### config.mk
export PLATFORM = sky130hd
export DESIGN_NAME = metap_cell
export DESIGN_NICKNAME = d
export VERILOG_FILES = /design/src/hdl/metap_cell.sv
export SDC_FILE = /design/constraint.sdc
export NUM_CORES = 1
export LEC_CHECK = 0
export ABC_CLOCK_PERIOD_IN_PS = 6200
export BUFFER_PORTS_ARGS = -buffer_cell sky130_fd_sc_hd__buf_2
export CORE_ASPECT_RATIO = 1.4
export CORE_MARGIN = 4
export CORE_UTILIZATION = 53
export DETAILED_ROUTE_END_ITERATION = 12
export GPL_ROUTABILITY_DRIVEN = 0
export PLACE_DENSITY_LB_ADDON = 0.08
export SKIP_CTS_REPAIR_TIMING = 1
export SLEW_MARGIN = 20
export SYNTH_ARGS = -nofsm -noshare
export SYNTH_HDL_FRONTEND = slang
export SYNTH_SLANG_ARGS = --single-unit
### constraint.sdc
create_clock -name clk -period 6.2 [get_ports clk]
set_input_delay 1.24 -clock clk [delete_from_list [all_inputs] [get_ports clk]]
set_output_delay 1.24 -clock clk [all_outputs]
set_load 0.01 [all_outputs]
### src/hdl/metap_cell.sv
// Distance cell: scales one window offset by its pitch, squares it and adds to the running sum.
module metap_cell #(
    parameter int OW = 4,
    parameter int AW = 41
) (
    input  logic          clk,
    input  logic          rst_n,
    input  logic          in_valid,
    input  logic [OW-1:0] offset,
    input  logic [15:0]   pitch,
    input  logic [OW-1:0] aux_in,
    input  logic [AW-1:0] acc_in,
    output logic          out_valid,
    output logic [OW-1:0] aux_out,
    output logic [AW-1:0] acc_out
);
    localparam int PDW = OW + 16;

    logic           v1_reg;
    logic           v2_reg;
    logic [PDW-1:0] p_reg;
    logic [AW-1:0]  acc1_reg;
    logic [AW-1:0]  acc2_reg;
    logic [OW-1:0]  aux1_reg;
    logic [OW-1:0]  aux2_reg;
    logic [2*PDW-1:0] sq;

    assign sq = p_reg * p_reg;

    always_ff @(posedge clk or negedge rst_n)
    begin
        if (!rst_n)
        begin
            v1_reg <= 1'b0;
            v2_reg <= 1'b0;
        end
        else
        begin
            v1_reg <= in_valid;
            v2_reg <= v1_reg;
        end
    end

    always_ff @(posedge clk)
    begin
        p_reg    <= {16'b0, offset} * {{OW{1'b0}}, pitch};
        acc1_reg <= acc_in;
        aux1_reg <= aux_in;
        acc2_reg <= AW'(sq) + acc1_reg;
        aux2_reg <= aux1_reg;
    end

    assign out_valid = v2_reg;
    assign aux_out   = aux2_reg;
    assign acc_out   = acc2_reg;

endmodule

# == After elaboration in Yosys (flattened, before gate mapping) ==
# Cells that the tools add are included.
# word_totals
out_inout_bits,46
register_bits,112
# classes
n_addsub,1
n_mul,2
# ops
op,count
$add 40x41->41,1
$mul 20x20->40,1
$mul 4x16->20,1

# == Logic depth before layout (Yosys ltp) ==
# depth
depth_word,2
mapped_depth,26

# == Worst setup path before layout ==
# No wires, ideal clock.
# synth_timing
kind,flip-flop to flip-flop
from,register p_reg[8]
to,"register acc2_reg[31], in the netlist acc_out[31]"
arrival_time_ns,6.249
setup_slack_ns,-0.176
n_path_buf,1
path_stages_with_launch,24
synth_period_minus_slack_ns,6.376
setup_ns,0.127
path_cell_list,dfxtp_1 clkbuf_1 nand2_1 fa_1 inv_1 fa_1 inv_1 fa_1 inv_1 fa_1 inv_1 fa_1 inv_1 fa_1 fa_1 ha_1 or3_4 a31oi_2 nor3_1 a221oi_4 o31ai_2 a21boi_2 o21ai_1 xor2_1
# synth_between
elab_chain_len,2
# synth_lines
item,line_no,text
"start, declared",21,logic [PDW-1:0] p_reg;
"start signal, assigned",46,"p_reg <= {16'b0, offset} * {{OW{1'b0}}, pitch};"
$mul 20x20->40,28,assign sq = p_reg * p_reg;
$add 40x41->41,49,acc2_reg <= AW'(sq) + acc1_reg;
"end signal, assigned",49,
"end, declared",23,logic [AW-1:0] acc2_reg;
# No other way between the ends.

# == Final worst setup path ==
# layout_timing
from,register p_reg[9]
to,"register acc2_reg[40], in the netlist acc_out[40]"
# Same word-level chain as after synthesis.

==> results.cfg <==
[floorplan]
die_area_um2 = 34600
boundaryPins = 114
coreArea_um2 = 31000
die_h_um = 219
start_util = 0.541
die_w_um = 158
core.rowCount = 76

[outcome]
outcome = complete, no violations

[route]
wl_met1_mm = 13.0
vias = 12201
final_antenna_net_count = 0
first_iter_violations = 375
route.met3.wl_mm = 1.00
drt_wl_total_mm = 39.4
avgRoutedWirePerCell_um = 16.4
wl_met2_mm = 23.4
drcViolationCount = 0
viasPerCell = 5.09
drt-pass1-iter-count = 5
top_layer_used = met4

[cells_and_area]
finalInstanceArea_um2 = 19800
insertedDiodeCount = 0
areaGrowthSynthToFinish_pct = 18.1
fillers = 2639
drive_above_1_share = 0.205
seq_area_um2 = 2300
multiInputGateArea_um2 = 13100
nets = 2584

[critical_path]
arrival_ns = 6.47
path_class = reg -> reg
worstPathRequired_ns = 6.50
cp_max_fo = 7
setup.worst_path.start_class = flip-flop
endpoint_kind = flip-flop

[sta]
period_share = 0.996
fmax_mhz = 162
rsz0062_at_grt = true
setup_viol = 0
tightest_slew_ns = 0.390
finalCriticalPeriod_ns = 6.18
final_max_slew_viol_count = 0
setup_tns_ns = 0
finalHoldViolations = 0
finalClockSkew_ns = 0.0119
max-slew-margin-rel = 0.738

[cts]
clk_path_buf_depth = 2
cts_buffers = 9
htreeDepth = 3
clk-insertion-delay-late_ns = 0.40
cts.clk_slew.worst_paths_ns = 0.09
root_buffer = clkbuf_16
cts_tree = built
cts_sinks = 112

[synthesis]
synthTopCellsByCount = inv_1, fa_1, nand2_1, ha_1, dfxtp_1
ys_ff_latch = 112
syn_inst = 1762
syn_nets = 2346
synth.area.top_cells = fa_1, dfxtp_1, ha_1
yosysMostFrequentCell = inv_1
synth_top_area_cell = fa_1
synthArstFlopShare = 0.0179
synthesis.area_um2 = 16800
synth_edf_count = 0
yosys.area.top_type_share = 0.413
ys_seq_area_frac = 0.134
synth_cell_types = 57
synth.avg_cell_area_um2 = 9.52
yosysWarningCount = 0
yosys_most_used_dff = dfxtp_1

[grt]
overflow = 0
antenna_found_initial = 0
grt_pass1_vias = 13575
track_usage = 0.240
grt_first_pass_wirelength_mm = 64.5
grt_max_degree = 26

[worst_hold_path]
hold_path_class = reg -> reg

[run]
cap_viol_max_count = 0

[placed_design]
port_buffers = 113
post_dp_cell_area_um2 = 18800
dp_hpwl_mm = 34.6
-- placed cells by master, fill, tap and decap left out, drive strengths merged, types with 2 or more instances in the layout --
cell,synthesis,routed
a31o,2,2
or3,3,3
a21oi,48,48
xnor2,34,34
nor3,7,7
and2,97,97
clkbuf,46,9
nor2b,9,9
o211ai,7,7
nor2,45,45
a31oi,8,8
nand3,11,11
clkinv,0,3
and4,4,4
dfrtp,2,2
nor3b,2,2
ha,170,170
a22oi,3,3
nand2b,5,5
dfxtp,110,110
nand2,182,182
xor2,24,24
fa,346,346
and3,5,5
or2,2,2
a211oi,10,10
o31ai,6,6
a211o,3,3
o21bai,7,7
a21o,32,32
o21a,6,6
o21ai,32,32
nand4,7,7
a221oi,2,2
buf,1,274
inv,472,476
-- path summary, 6_finish.rpt --
path / start / depth (start not counted) / slack, ns / to
setup / recovery: p_reg[9] / 22 / 0.02 / acc_out[40]
min in group asynchronous: rst_n / 1 / 0.61 / v1_reg
max in group asynchronous: rst_n / 1 / 5.50 / out_valid
hold reg to reg: aux1_reg[1] / 0 / 0.33 / aux_out[1]
hold / removal: aux1_reg[1] / 0 / 0.33 / aux_out[1]
setup reg to reg: p_reg[9] / 22 / 0.02 / acc_out[40]
-- stage by stage --
step	hold WS, ns	utilization	setup WS [ns]	std cells
global route	0.351	0.639	-0.171	2395
detailed placement	0.315	0.608	-0.224	2367
CTS	0.337	0.619	-0.231	2383
finish	0.334	0.639	0.0234	2395
floorplan	0.310	-	-0.00183	1762
global placement	0.310	0.608	-0.0937	2367
-- final cells by class --
| type | count | share of cell area |
|---|---|---|
| multi-input cells | 1131 | 0.659 |
| well taps | 390 | 0.0246 |
| repair buffers | 274 | 0.0942 |
| flip-flops and latches | 112 | 0.116 |
| inverters | 472 | 0.0894 |
| clock buffers | 9 | 0.0114 |
| clock inverters | 7 | 0.00543 |
-- cell families (layout without fill, tap and decap cells) --
logic type      after synthesis  after routing  synth area share
flops                       112            112             0.134
fa+ha+maj                   516            516             0.540
xor+xnor                     58             58            0.0303
buf+inv                     519            762             0.116
compound gates              177            177            0.0717
mux                           1              1          0.000671
simple gates                379            379             0.107
-- critical path, stage by stage, from the launching register on --
cell and delay (ns):
dfxtp_2 0.34, buf_6 0.13, buf_4 0.13, and2_1 0.17
fa_1 0.51, inv_1 0.06, fa_2 0.46, fa_1 0.52
inv_1 0.07, fa_1 0.55, fa_2 0.44, fa_1 0.49
inv_1 0.05, fa_1 0.47, inv_1 0.06, ha_4 0.27
and3_4 0.17, nand3_1 0.12, or3_1 0.36, o21ba_4 0.23
o21ai_4 0.18, a41oi_2 0.14, xnor2_1 0.14
-- layer usage --
metal / global-route usage / vias to the layer above
li1: - / 5740
met1: 0.236 / 6170
met2: 0.480 / 202
met3: 0.0325 / 89
met4: 0.110 / 0
met5: 0 / -
Power is left out: the tool's default activity adds up to more than one toggle a clock period on the data nets, which glitch-free logic cannot reach.
